### src/design/fpba_pkg.sv
// Shared types, register indexes and policy codes of the fit-policy block allocator.
package fpba_pkg;

  localparam int unsigned MaxBlocksDef = 64;
  localparam int unsigned SizeBitsDef  = 31;

  localparam int unsigned AddrW   = 3;
  localparam int unsigned DataW   = 32;
  localparam int unsigned PolicyW = 2;

  typedef logic [AddrW-3:0] reg_idx_t;

  localparam reg_idx_t RegPolicyMode = 1'b0;
  localparam reg_idx_t RegBlockCount = 1'b1;

  typedef enum logic [PolicyW-1:0] {
    POL_FIRST = 2'd0,
    POL_BEST  = 2'd1,
    POL_WORST = 2'd2,
    POL_NEXT  = 2'd3
  } policy_e;

  // Control of the candidate tracker during a scan.
  typedef struct packed {
    logic    clear;
    logic    sample;
    policy_e policy;
  } pick_ctl_t;

endpackage

### src/design/fpba_ram.sv
// Generic single-write, single-read RAM with a registered read port.
module fpba_ram #(
  parameter int unsigned WIDTH = 8,
  parameter int unsigned DEPTH = 16
) (
  input  logic                     clk_i,
  input  logic                     we_i,
  input  logic [$clog2(DEPTH)-1:0] waddr_i,
  input  logic [WIDTH-1:0]         wdata_i,
  input  logic [$clog2(DEPTH)-1:0] raddr_i,
  output logic [WIDTH-1:0]         rdata_o
);

  logic [WIDTH-1:0] mem_q [DEPTH];
  logic [WIDTH-1:0] rdata_q;

  always_ff @(posedge clk_i) begin
    if (we_i) begin
      mem_q[waddr_i] <= wdata_i;
    end
    rdata_q <= mem_q[raddr_i];
  end

  assign rdata_o = rdata_q;

endmodule

### src/design/fpba_cfg.sv
// Configuration registers of the allocator behind an APB-style port.
module fpba_cfg #(
  parameter int unsigned MAX_BLOCKS = fpba_pkg::MaxBlocksDef
) (
  input  logic                           clk_i,
  input  logic                           rst_ni,
  input  logic                           psel,
  input  logic                           penable,
  input  logic                           pwrite,
  input  logic [fpba_pkg::AddrW-1:0]     paddr,
  input  logic [fpba_pkg::DataW-1:0]     pwdata,
  output logic [fpba_pkg::DataW-1:0]     prdata,
  output logic                           pready,
  output fpba_pkg::policy_e              policy_o,
  output logic [$clog2(MAX_BLOCKS+1)-1:0] block_count_o
);
  import fpba_pkg::*;

  localparam int unsigned CntW = $clog2(MAX_BLOCKS + 1);

  policy_e         policy_q, policy_d;
  logic [CntW-1:0] count_q, count_d;
  reg_idx_t        reg_idx;
  logic            wr_en;

  assign reg_idx = paddr[AddrW-1:2];
  assign wr_en   = psel && penable && pwrite;
  assign pready  = 1'b1;

  always_comb begin
    policy_d = policy_q;
    count_d  = count_q;
    if (wr_en) begin
      unique case (reg_idx)
        RegPolicyMode: policy_d = policy_e'(pwdata[PolicyW-1:0]);
        RegBlockCount: count_d  = pwdata[CntW-1:0];
        default: ;
      endcase
    end
  end

  always_comb begin
    unique case (reg_idx)
      RegPolicyMode: prdata = DataW'(policy_q);
      RegBlockCount: prdata = DataW'(count_q);
      default:       prdata = '0;
    endcase
  end

  always_ff @(posedge clk_i or negedge rst_ni) begin
    if (!rst_ni) begin
      policy_q <= POL_FIRST;
      count_q  <= CntW'(MAX_BLOCKS);
    end else begin
      policy_q <= policy_d;
      count_q  <= count_d;
    end
  end

  assign policy_o      = policy_q;
  assign block_count_o = count_q;

endmodule

### src/design/fpba_pick.sv
// Candidate tracker: keeps the block chosen so far while the table is scanned.
module fpba_pick #(
  parameter int unsigned MAX_BLOCKS = fpba_pkg::MaxBlocksDef,
  parameter int unsigned SIZE_BITS  = fpba_pkg::SizeBitsDef
) (
  input  logic                          clk_i,
  input  logic                          rst_ni,
  input  fpba_pkg::pick_ctl_t           ctl_i,
  input  logic [SIZE_BITS-1:0]          req_i,
  input  logic [SIZE_BITS-1:0]          data_i,
  input  logic [$clog2(MAX_BLOCKS)-1:0] idx_i,
  output logic                          have_o,
  output logic [$clog2(MAX_BLOCKS)-1:0] idx_o,
  output logic [SIZE_BITS-1:0]          size_o
);
  import fpba_pkg::*;

  localparam int unsigned IdxW = $clog2(MAX_BLOCKS);

  logic                 have_q, have_d;
  logic [IdxW-1:0]      idx_q, idx_d;
  logic [SIZE_BITS-1:0] size_q, size_d;
  logic                 fits, better;

  // The request is common to all candidates, so comparing the leftovers
  // is the same as comparing the sizes themselves.
  assign fits = (data_i >= req_i);

  always_comb begin
    unique case (ctl_i.policy)
      POL_BEST:  better = !have_q || (data_i < size_q);
      POL_WORST: better = !have_q || (data_i > size_q);
      default:   better = !have_q;
    endcase
  end

  always_comb begin
    have_d = have_q;
    idx_d  = idx_q;
    size_d = size_q;
    if (ctl_i.clear) begin
      have_d = 1'b0;
    end else if (ctl_i.sample && fits && better) begin
      have_d = 1'b1;
      idx_d  = idx_i;
      size_d = data_i;
    end
  end

  always_ff @(posedge clk_i or negedge rst_ni) begin
    if (!rst_ni) begin
      have_q <= 1'b0;
    end else begin
      have_q <= have_d;
    end
  end

  always_ff @(posedge clk_i) begin
    idx_q  <= idx_d;
    size_q <= size_d;
  end

  assign have_o = have_q;
  assign idx_o  = idx_q;
  assign size_o = size_q;

endmodule

### src/design/fit_policy_block_allocator_top.sv
// Top level of the fit-policy block allocator: sequencer, table memory and result register.
// A load item is written to the table at the edge that accepts it.
// An allocate item passes through a start state, one table read per block of the effective count
// (block_count capped at MAX_BLOCKS), a drain state and a write-back state before the next item
// is accepted. A count of zero skips the start, the scan and the drain and goes to the write-back.
// In next fit the start state repeats, taking the count off the start position each time, when the
// last block used is the final counted block or beyond it; the write-back waits while the result register is held.
// Reset clears the control state, the last-block record and the result valid flag; the table has no clearing pass.
module fit_policy_block_allocator_top #(
  parameter int unsigned MAX_BLOCKS = fpba_pkg::MaxBlocksDef,
  parameter int unsigned SIZE_BITS  = fpba_pkg::SizeBitsDef
) (
  input  logic                          clk_i,
  input  logic                          rst_ni,
  // Input item channel.
  input  logic                          in_valid_i,
  output logic                          in_stall_o,
  input  logic                          op_i,
  input  logic [$clog2(MAX_BLOCKS)-1:0] block_index_i,
  input  logic [SIZE_BITS-1:0]          size_value_i,
  // Result item channel.
  output logic                          out_valid_o,
  input  logic                          out_stall_i,
  output logic                          found_o,
  output logic [$clog2(MAX_BLOCKS)-1:0] chosen_block_o,
  output logic [SIZE_BITS-1:0]          size_before_o,
  output logic [SIZE_BITS-1:0]          fragment_left_o,
  output logic [SIZE_BITS-1:0]          request_size_o,
  // Configuration port.
  input  logic                          psel,
  input  logic                          penable,
  input  logic                          pwrite,
  input  logic [fpba_pkg::AddrW-1:0]    paddr,
  input  logic [fpba_pkg::DataW-1:0]    pwdata,
  output logic [fpba_pkg::DataW-1:0]    prdata,
  output logic                          pready
);
  import fpba_pkg::*;

  localparam int unsigned IdxW = $clog2(MAX_BLOCKS);
  localparam int unsigned CntW = $clog2(MAX_BLOCKS + 1);

  // Sequencer states.
  localparam logic [2:0] S_IDLE  = 3'd0;
  localparam logic [2:0] S_PREP  = 3'd1;
  localparam logic [2:0] S_SCAN  = 3'd2;
  localparam logic [2:0] S_DRAIN = 3'd3;
  localparam logic [2:0] S_FIN   = 3'd4;

  localparam logic OpLoad  = 1'b0;
  localparam logic OpAlloc = 1'b1;

  policy_e              policy;
  logic [CntW-1:0]      block_count;
  logic [CntW-1:0]      eff_count;

  logic [2:0]           state_q, state_d;
  logic [SIZE_BITS-1:0] req_q, req_d;
  logic [CntW-1:0]      cnt_q, cnt_d;
  logic [CntW-1:0]      pos_q, pos_d;
  logic [CntW-1:0]      issued_q, issued_d;
  logic                 rd_pend_q, rd_pend_d;
  logic [IdxW-1:0]      rd_idx_q, rd_idx_d;
  logic [IdxW-1:0]      last_q, last_d;
  logic                 last_valid_q, last_valid_d;

  logic                 in_acc, alloc_acc, load_acc;
  logic                 out_free, fin_fire;

  logic                 ram_we;
  logic [IdxW-1:0]      ram_waddr, ram_raddr;
  logic [SIZE_BITS-1:0] ram_wdata, ram_rdata;

  pick_ctl_t            pick_ctl;
  logic                 pick_have;
  logic [IdxW-1:0]      pick_idx;
  logic [SIZE_BITS-1:0] pick_size;
  logic [SIZE_BITS-1:0] frag;

  logic                 out_valid_q, out_valid_d;
  logic                 found_q;
  logic [IdxW-1:0]      chosen_q;
  logic [SIZE_BITS-1:0] before_q, left_q, echo_q;

  fpba_cfg #(
    .MAX_BLOCKS(MAX_BLOCKS)
  ) u_cfg (
    .clk_i         (clk_i),
    .rst_ni        (rst_ni),
    .psel          (psel),
    .penable       (penable),
    .pwrite        (pwrite),
    .paddr         (paddr),
    .pwdata        (pwdata),
    .prdata        (prdata),
    .pready        (pready),
    .policy_o      (policy),
    .block_count_o (block_count)
  );

  // A count above the table depth is taken as the whole table.
  assign eff_count = (block_count > CntW'(MAX_BLOCKS)) ? CntW'(MAX_BLOCKS) : block_count;

  // Only one item is in work at a time, so the write-back of an allocate and
  // the reads of the following item never overlap on the same entry.
  assign in_stall_o = (state_q != S_IDLE);
  assign in_acc     = in_valid_i && !in_stall_o;
  assign load_acc   = in_acc && (op_i == OpLoad) &&
                      (CntW'(block_index_i) < CntW'(MAX_BLOCKS));
  assign alloc_acc  = in_acc && (op_i == OpAlloc);

  // The result register parts the two channels: a new result may be loaded
  // in the same cycle as the previous one is taken.
  assign out_free = !out_valid_q || !out_stall_i;
  assign fin_fire = (state_q == S_FIN) && out_free;

  assign frag = pick_size - req_q;

  always_comb begin
    state_d      = state_q;
    req_d        = req_q;
    cnt_d        = cnt_q;
    pos_d        = pos_q;
    issued_d     = issued_q;
    last_d       = last_q;
    last_valid_d = last_valid_q;
    rd_pend_d    = 1'b0;
    rd_idx_d     = pos_q[IdxW-1:0];
    ram_raddr    = pos_q[IdxW-1:0];

    unique case (state_q)
      S_IDLE: begin
        if (alloc_acc) begin
          req_d    = size_value_i;
          cnt_d    = eff_count;
          issued_d = '0;
          // Next fit resumes just after the last block used; every other
          // policy scans from block zero.
          if (policy == POL_NEXT && last_valid_q) begin
            pos_d = CntW'(last_q) + CntW'(1);
          end else begin
            pos_d = '0;
          end
          state_d = (eff_count == '0) ? S_FIN : S_PREP;
        end
      end
      S_PREP: begin
        // Brings the start position below the count by repeated subtraction.
        if (pos_q >= cnt_q) begin
          pos_d = pos_q - cnt_q;
        end else begin
          state_d = S_SCAN;
        end
      end
      S_SCAN: begin
        rd_pend_d = 1'b1;
        pos_d     = (pos_q + CntW'(1) == cnt_q) ? '0 : pos_q + CntW'(1);
        issued_d  = issued_q + CntW'(1);
        if (issued_q == cnt_q - CntW'(1)) begin
          state_d = S_DRAIN;
        end
      end
      S_DRAIN: begin
        state_d = S_FIN;
      end
      S_FIN: begin
        if (out_free) begin
          if (pick_have) begin
            last_d       = pick_idx;
            last_valid_d = 1'b1;
          end
          state_d = S_IDLE;
        end
      end
      default: state_d = S_IDLE;
    endcase
  end

  // Table writes come from a load in idle or from the write-back of an allocate.
  always_comb begin
    if (state_q == S_FIN) begin
      ram_we    = fin_fire && pick_have;
      ram_waddr = pick_idx;
      ram_wdata = frag;
    end else begin
      ram_we    = load_acc;
      ram_waddr = block_index_i;
      ram_wdata = size_value_i;
    end
  end

  fpba_ram #(
    .WIDTH(SIZE_BITS),
    .DEPTH(MAX_BLOCKS)
  ) u_table (
    .clk_i   (clk_i),
    .we_i    (ram_we),
    .waddr_i (ram_waddr),
    .wdata_i (ram_wdata),
    .raddr_i (ram_raddr),
    .rdata_o (ram_rdata)
  );

  // Read data arrives in the cycle after its address and is judged then; the scan
  // order makes the first block met win every tie.
  assign pick_ctl.clear  = alloc_acc;
  assign pick_ctl.sample = rd_pend_q;
  assign pick_ctl.policy = policy;

  fpba_pick #(
    .MAX_BLOCKS(MAX_BLOCKS),
    .SIZE_BITS (SIZE_BITS)
  ) u_pick (
    .clk_i  (clk_i),
    .rst_ni (rst_ni),
    .ctl_i  (pick_ctl),
    .req_i  (req_q),
    .data_i (ram_rdata),
    .idx_i  (rd_idx_q),
    .have_o (pick_have),
    .idx_o  (pick_idx),
    .size_o (pick_size)
  );

  assign out_valid_d = fin_fire || (out_valid_q && out_stall_i);

  always_ff @(posedge clk_i or negedge rst_ni) begin
    if (!rst_ni) begin
      state_q      <= S_IDLE;
      rd_pend_q    <= 1'b0;
      last_q       <= '0;
      last_valid_q <= 1'b0;
      out_valid_q  <= 1'b0;
    end else begin
      state_q      <= state_d;
      rd_pend_q    <= rd_pend_d;
      last_q       <= last_d;
      last_valid_q <= last_valid_d;
      out_valid_q  <= out_valid_d;
    end
  end

  always_ff @(posedge clk_i) begin
    req_q    <= req_d;
    cnt_q    <= cnt_d;
    pos_q    <= pos_d;
    issued_q <= issued_d;
    rd_idx_q <= rd_idx_d;
    if (fin_fire) begin
      found_q  <= pick_have;
      chosen_q <= pick_have ? pick_idx : '0;
      before_q <= pick_have ? pick_size : '0;
      left_q   <= pick_have ? frag : '0;
      echo_q   <= req_q;
    end
  end

  assign out_valid_o     = out_valid_q;
  assign found_o         = found_q;
  assign chosen_block_o  = chosen_q;
  assign size_before_o   = before_q;
  assign fragment_left_o = left_q;
  assign request_size_o  = echo_q;

`ifndef SYNTH
  a_write_when_allowed: assert property (@(posedge clk_i) disable iff (!rst_ni)
    ram_we |-> (state_q == S_IDLE || state_q == S_FIN))
    else $error("table written outside idle or write-back");

  a_scan_in_range: assert property (@(posedge clk_i) disable iff (!rst_ni)
    (state_q == S_SCAN) |-> (pos_q < cnt_q))
    else $error("scan address beyond the block count");

  a_fragment_consistent: assert property (@(posedge clk_i) disable iff (!rst_ni)
    (out_valid_o && found_o) |->
      (size_before_o >= request_size_o &&
       fragment_left_o == size_before_o - request_size_o))
    else $error("fragment does not match size before and request");

  a_not_found_zero: assert property (@(posedge clk_i) disable iff (!rst_ni)
    (out_valid_o && !found_o) |->
      (chosen_block_o == '0 && size_before_o == '0 && fragment_left_o == '0))
    else $error("not-found result carries non-zero fields");

  a_result_follows: assert property (@(posedge clk_i) disable iff (!rst_ni)
    fin_fire |=> (out_valid_o && state_q == S_IDLE))
    else $error("write-back did not present a result");
`endif

endmodule

### config.mk
export PLATFORM = sky130hd
export DESIGN_NAME = fit_policy_block_allocator_top
export DESIGN_NICKNAME = d
export VERILOG_FILES = /design/src/design/fpba_pkg.sv /design/src/design/fpba_ram.sv /design/src/design/fpba_cfg.sv /design/src/design/fpba_pick.sv /design/src/design/fit_policy_block_allocator_top.sv
export SDC_FILE = /design/constraint.sdc
export NUM_CORES = 2
export LEC_CHECK = 0
export ABC_CLOCK_PERIOD_IN_PS = 10650
export BUFFER_PORTS_ARGS = -buffer_cell sky130_fd_sc_hd__clkbuf_2
export CORE_ASPECT_RATIO = 0.75
export CORE_MARGIN = 3
export CORE_UTILIZATION = 55
export DETAILED_ROUTE_END_ITERATION = 7
export PLACE_DENSITY = 0.72
export SETUP_SLACK_MARGIN = 0.05
export SYNTH_ARGS = -nofsm -noshare
export SYNTH_HDL_FRONTEND = slang
export SYNTH_SLANG_ARGS = --single-unit
### constraint.sdc
create_clock -name clk_i -period 10.65 [get_ports clk_i]
set_input_delay 0.5325 -clock clk_i [delete_from_list [all_inputs] [get_ports clk_i]]
set_output_delay 0.5325 -clock clk_i [all_outputs]
set_load 0.005 [all_outputs]
; ---- After elaboration in Yosys (flattened, before gate mapping)
; Memory sizes are Yosys's and may differ from the RTL's. A register that Yosys moved wholly into a read port is not among the register bits.
; Index checks and enable logic that the tools add are counted.
[totals]
register_bits = 217
latch_bits = 0
mem_bits_rw = 1984
rom_bits = 0
inputBits = 80
output_inout_bits = 135
word_cells = 106
n_memories = 1
[op_classes]
addsub = 6
multipliers = 0
n_div = 0
order_cmp = 5
eq_ne = 14
n_shift = 0
n_mux = 24
n_bitwise = 3
n_reduce_logical = 33
[mem_list]
columns = memory, depth, width, rd, rd_clocked_by_memory_dff, wr, line
row1 = u_table.mem_q, 64, 31, 1, 1, 1, fpba_ram.sv:14  ; logic [WIDTH-1:0] mem_q [DEPTH];
[op_table]
columns = op, count
row1 = $pmux W32 S2, 1
row2 = $mux W7, 6
row3 = $ge A31 B31 Y1, 1
row4 = $gt A31 B31 Y1, 1
row5 = $lt A31 B31 Y1, 1
row6 = $mux W31, 1
row7 = $sub A31 B31 Y31, 1
row8 = $pmux W7 S3, 1
row9 = $mux W3, 5
row10 = $pmux W3 S5, 1
row11 = $add A7 B1 Y7 const B, 2
row12 = $eq A7 B7 Y1, 2
row13 = $pmux W7 S2, 1
row14 = $logic_and A1 B1 Y1, 11
row15 = $ne A2 B2 Y1 const B, 5
row16 = $reduce_and A2 Y1, 5
row17 = $add A6 B1 Y7 const B, 1
row18 = $ge A7 B7 Y1, 1
row19 = $gt A7 B7 Y1 const B, 1
row20 = $logic_not A7 Y1, 1
row21 = $sub A7 B1 Y7 const B, 1
row22 = $sub A7 B7 Y7, 1
row23 = $eq A3 B2 Y1 const B, 2
row24 = $mux W1, 6
row25 = other kinds (14), 26

; ---- Longest topological paths before layout
[depth]
word_depth = 7
depth_mapped = 14
depth_no_buf = 11

; ---- Modules after synthesis
; Synthesis repeated with hierarchy kept, for this count alone.
[hier_totals]
hier_cells = 4552
hier_area_um2 = 88667.5
[modules_own_cells]
columns = mod, instances, cells_per_inst, area_each_um2, seq_area_each_um2
row1 = fpba_ram, 1, 3418, 76305.7, 60197.7
row2 = fit_policy_block_allocator_top, 1, 812, 8927.3, 4984.8
row3 = fpba_pick, 1, 266, 2793.9, 1136.1
row4 = fpba_cfg, 1, 56, 640.6, 226.5

; ---- Worst setup path before layout
; OpenSTA, ideal clock, no wires.
[synth_timing]
path_kind = register to register
from = register state_q[1]
to = memory u_table.mem_q[0][0] in the netlist's numbering (enable)
setup_time_ns = 0.419
arrival_time_ns = 8.935
t_required_ns = 10.231
setup_slack_ns = 1.296
stages_incl_launch_ff = 10
path_buffers = 1
synth_period_minus_slack_ns = 9.354
cell_sequence = dfrtp_1 > clkbuf_1 > nor2_1 > nand2_1 > a21oi_1 > nand2_1 > o21a_1 > nor2_1 > nand2_1 > nor2_1
[synth_via]
word_cells_on_any_way = 11
cone_classes = eq/ne: 1 / mux: 4 / reduce/logical: 6
[synth_lines]
columns = element, line
row1 = from (decl), fit_policy_block_allocator_top.sv:57  ; logic [2:0] state_q, state_d;
row2 = from (signal assigned), fit_policy_block_allocator_top.sv:235  ; state_q <= state_d;
row3 = $eq A3 B3 Y1, fit_policy_block_allocator_top.sv:115  ; assign fin_fire = (state_q == S_FIN) && out_free;
row4 = $logic_and A1 B1 Y1, fit_policy_block_allocator_top.sv:115
row5 = net fin_fire, fit_policy_block_allocator_top.sv:68  ; logic out_free, fin_fire;
row6 = $logic_and A1 B1 Y1, fit_policy_block_allocator_top.sv:182  ; ram_we = fin_fire && pick_have;
row7 = $mux W1, fit_policy_block_allocator_top.sv:181  ; if (state_q == S_FIN) begin
row8 = $mux W1, fpba_ram.sv:18  ; if (we_i) begin
row9 = $mux W1 (implied by the code), fpba_ram.sv:19  ; mem_q[waddr_i] <= wdata_i;
row10 = to (decl), fpba_ram.sv:14
; The timed path passes the listed nets, and every way through them passes these cells.

; ---- Worst setup path after layout
[layout_timing]
from = register state_q[1]
to = memory u_table.mem_q[18][30] in the netlist's numbering (enable)
; Same word-level chain as after synthesis.

==> metrics.cfg <==
[status]
status = complete, no violations

[synthesis]
syn_avg_cell_area_um2 = 22.1
synth_top_area_cell = edfxtp_1
synth_top_area_frac = 0.743
ys_seq_area_frac = 0.758
synth-seq-cells = 2232
synth-warning-count = 0
synth-edff-count = 2173
synth_area_leaders = edfxtp_1 74%, mux4_2 17%, ha_1 1.5%, dfxtp_1 0.84%, nor2_1 0.71%
async_flop_share = 0.00986
synth.distinct_cells = 68
synthCells = 3968
synthFlopType = edfxtp_1
syn_area_mm2 = 0.0878

[layout]
area_growth_pct = 12.3
finalInstanceArea_mm2 = 0.0986
final_cell_mix = 2173 x edfxtp_1, 651 x mux4_2, 194 x clkbuf_16
layout-drive-gt1-share = 0.295
fin_util = 0.624
final_common_cell = edfxtp_1
regArea_mm2 = 0.0665
fill_cells = 10500
multi_input_area_mm2 = 0.0209
layout.nets = 4500
fin_cells = 6594

[clocking]
cts-root-buf = clkbuf_16
cts_resized = 0
post_cts_buffers = 0
cts-htree-levels = 4
cts_sinks = 2232
clk_latency_ns = 0.83
cts_buffers = 190
cts.path.max_buffers = 3
path_clk_slew_ns = 0.07
tritoncts = yes

[grt]
grt_max_degree = 139
grt_usage = 0.268
antenna_found_initial = 20
grt_overflow = 0
grt_pass1_wl_mm = 311
grt_pass1_vias = 42400

[timing]
final.setup_skew_ns = 0.0351
grt_setup_unrepaired = false
fmax_mhz = 189
period_needed_ns = 5.30
min_period_over_period = 0.498
setup_tns_ns = 0
relSlewSlack = 0.188
slew_violations = 0
worst_pin_slew_ns = 1.22
final_hold_viol_count = 0
setup_viol_count_final = 0

[setup_path]
start_kind = register
cp.arrival_ns = 5.77
path_class = register to register
critical_path.top_delay_family = simple AND/OR/NAND/NOR gates
slowest_stage = a21oi_4
cp_num_buf_inv = 1
crit_required_ns = 11.12
worst_setup_path_end_kind = register
critPathMaxFanout = 46
cp_cell_sequence = nor2_1 > nand2_4 > a21oi_4 > nand2_1 > o21a_1 > nor2_1 > nand2_1 > nor2_4 > buf_4
cpPeakStageDelay_ns = 0.92

[detailed_routing]
drc = 0
drtPass1Iterations = 5
wl_per_cell_um = 33.1
postRouteAntennaNets = 0
drt_iter0_markers = 6402
vias = 42900
vias_per_cell = 6.50
detail_route.wirelength_mm = 218

[floorplanning]
start_util = 0.556
fp.dieW_um = 467
die_y_um = 352
core_area_mm2 = 0.158
die_area_mm2 = 0.165
io_pins = 215
rows = 126

[pwr]
p_sw_frac = 0.201
power_frac_comb = 0.021
p_clk_frac = 0.401
p_sw_uw = 3370
peakVddDrop_mv = 0.175
seqPwrFrac = 0.577
power_leakage_uw = 0.0314
intPower_uw = 13400
power.density_mw_per_mm2 = 170

[placed_design]
port_buffers = 161
place_congestion = 0.933
dp_hpwl_mm = 121
placed_cells = 6193
dpl-instance-area_mm2 = 0.0922

[run]
drv_cap = 0

[worst_hold_path]
hold_path.class = primary input to register

## flip-flops by register name (all words and copies together), names as in the netlist, 31 cells and up
signal           cells
u_table.mem_q     1984
u_pick.size_o       31
req_q               31
u_table.rdata_o     31
request_size_o      31
size_before_o       31
fragment_left_o     31
## layer usage
layer  routed length (um)  part of all wire  up-vias  track usage
met2               101000              0.46     2539        0.397
met1                85400              0.39    22800        0.400
li1                     -                 -    17200            -
met3                26600              0.12      302       0.0776
met4                 4890             0.022        4       0.0666
met5                   27           0.00012        -            0
## through the flow
step | worst slack, ns | hold WS [ns] | total power (uW)
after floorplan | 1.30 | 0.237 | 10000
after global placement | 5.52 | 0.386 | 10200
after detailed placement | 5.40 | 0.389 | 10200
after CTS | 5.37 | 0.0837 | 16800
after global routing | 5.03 | 0.115 | 17200
final | 5.35 | 0.141 | 16700
## final timing paths
check                                       start                              end  slack, ns  cells past startpoint
setup / recovery           state_q[1]$_DFFE_PN0P_  u_table.mem_q[18][30]$_DFFE_PP_       5.35                      9
hold / removal                            penable    u_cfg.policy_o[1]$_DFFE_PN0P_       0.14                      3
setup reg to reg           state_q[1]$_DFFE_PN0P_  u_table.mem_q[18][30]$_DFFE_PP_       5.35                      9
hold reg to reg               rd_idx_q[0]$_DFF_P_        u_pick.idx_o[0]$_DFFE_PP_       0.40                      0
max in group asynchronous                  rst_ni              rd_pend_q$_DFF_PN0_      10.03                      2
min in group asynchronous                  rst_ni            out_valid_o$_DFF_PN0_       0.25                      2
## power by group through the flow
stage / Sequential (uW) / Combinational (uW) / Clock (uW)
after floorplan: 9870 / 177 / 0
after global placement: 9850 / 328 / 0
after detailed placement: 9860 / 341 / 0
after CTS: 9660 / 354 / 6800
after global routing: 9660 / 386 / 7130
final: 9670 / 359 / 6720
## logic make-up (layout without fill, tap and decap cells)
family / Yosys count / count (layout) / share of synthesized area
flip-flops: 2232 / 2232 / 0.758
multiplexers: 669 / 669 / 0.169
AND/OR/NAND/NOR: 389 / 389 / 0.0200
buffers and inverters: 289 / 767 / 0.0153
AO/OA/AOI/OAI: 222 / 222 / 0.0161
adder cells (fa/ha/maj): 107 / 107 / 0.0154
XOR/XNOR: 58 / 58 / 0.00579
other: 2 / 38 / 0.0000855
## layout make-up
cell class | instances | area share
antenna | 12 | 0.000305
clock buffer | 252 | 0.0525
clock inverter | 97 | 0.00782
inverter | 91 | 0.00347
multi-input combinational | 1471 | 0.212
sequential | 2232 | 0.675
tap | 2112 | 0.0268
timing repair buffer | 327 | 0.0225
## tightest hold or removal path, cell delays in order
cell and delay [ns]:
clkbuf_2 0.09, nand4b_1 0.13, mux2_2 0.16
## Yosys cell counts, types with 14 or more instances
master and count:
edfxtp_1 2173, a21o_1 22, dfrtp_1 21, inv_1 90, o21ai_0 64, mux2_2 16
a21oi_1 52, nand2b_1 14, buf_2 38, xnor2_1 31, mux4_2 651, nand3_1 22
nor2b_1 18, xor2_1 27, buf_4 46, ha_1 105, nand2_1 95, clkbuf_1 101
nor2_1 167, dfxtp_1 37, nand4_1 17
## timing repair
item                                    CTS  global route
hold buffers                             40             0
hold endpoints to repair                 62             0
endpoints found under the setup margin    0             0
No activity file was read; power rests on OpenSTA's default activity.
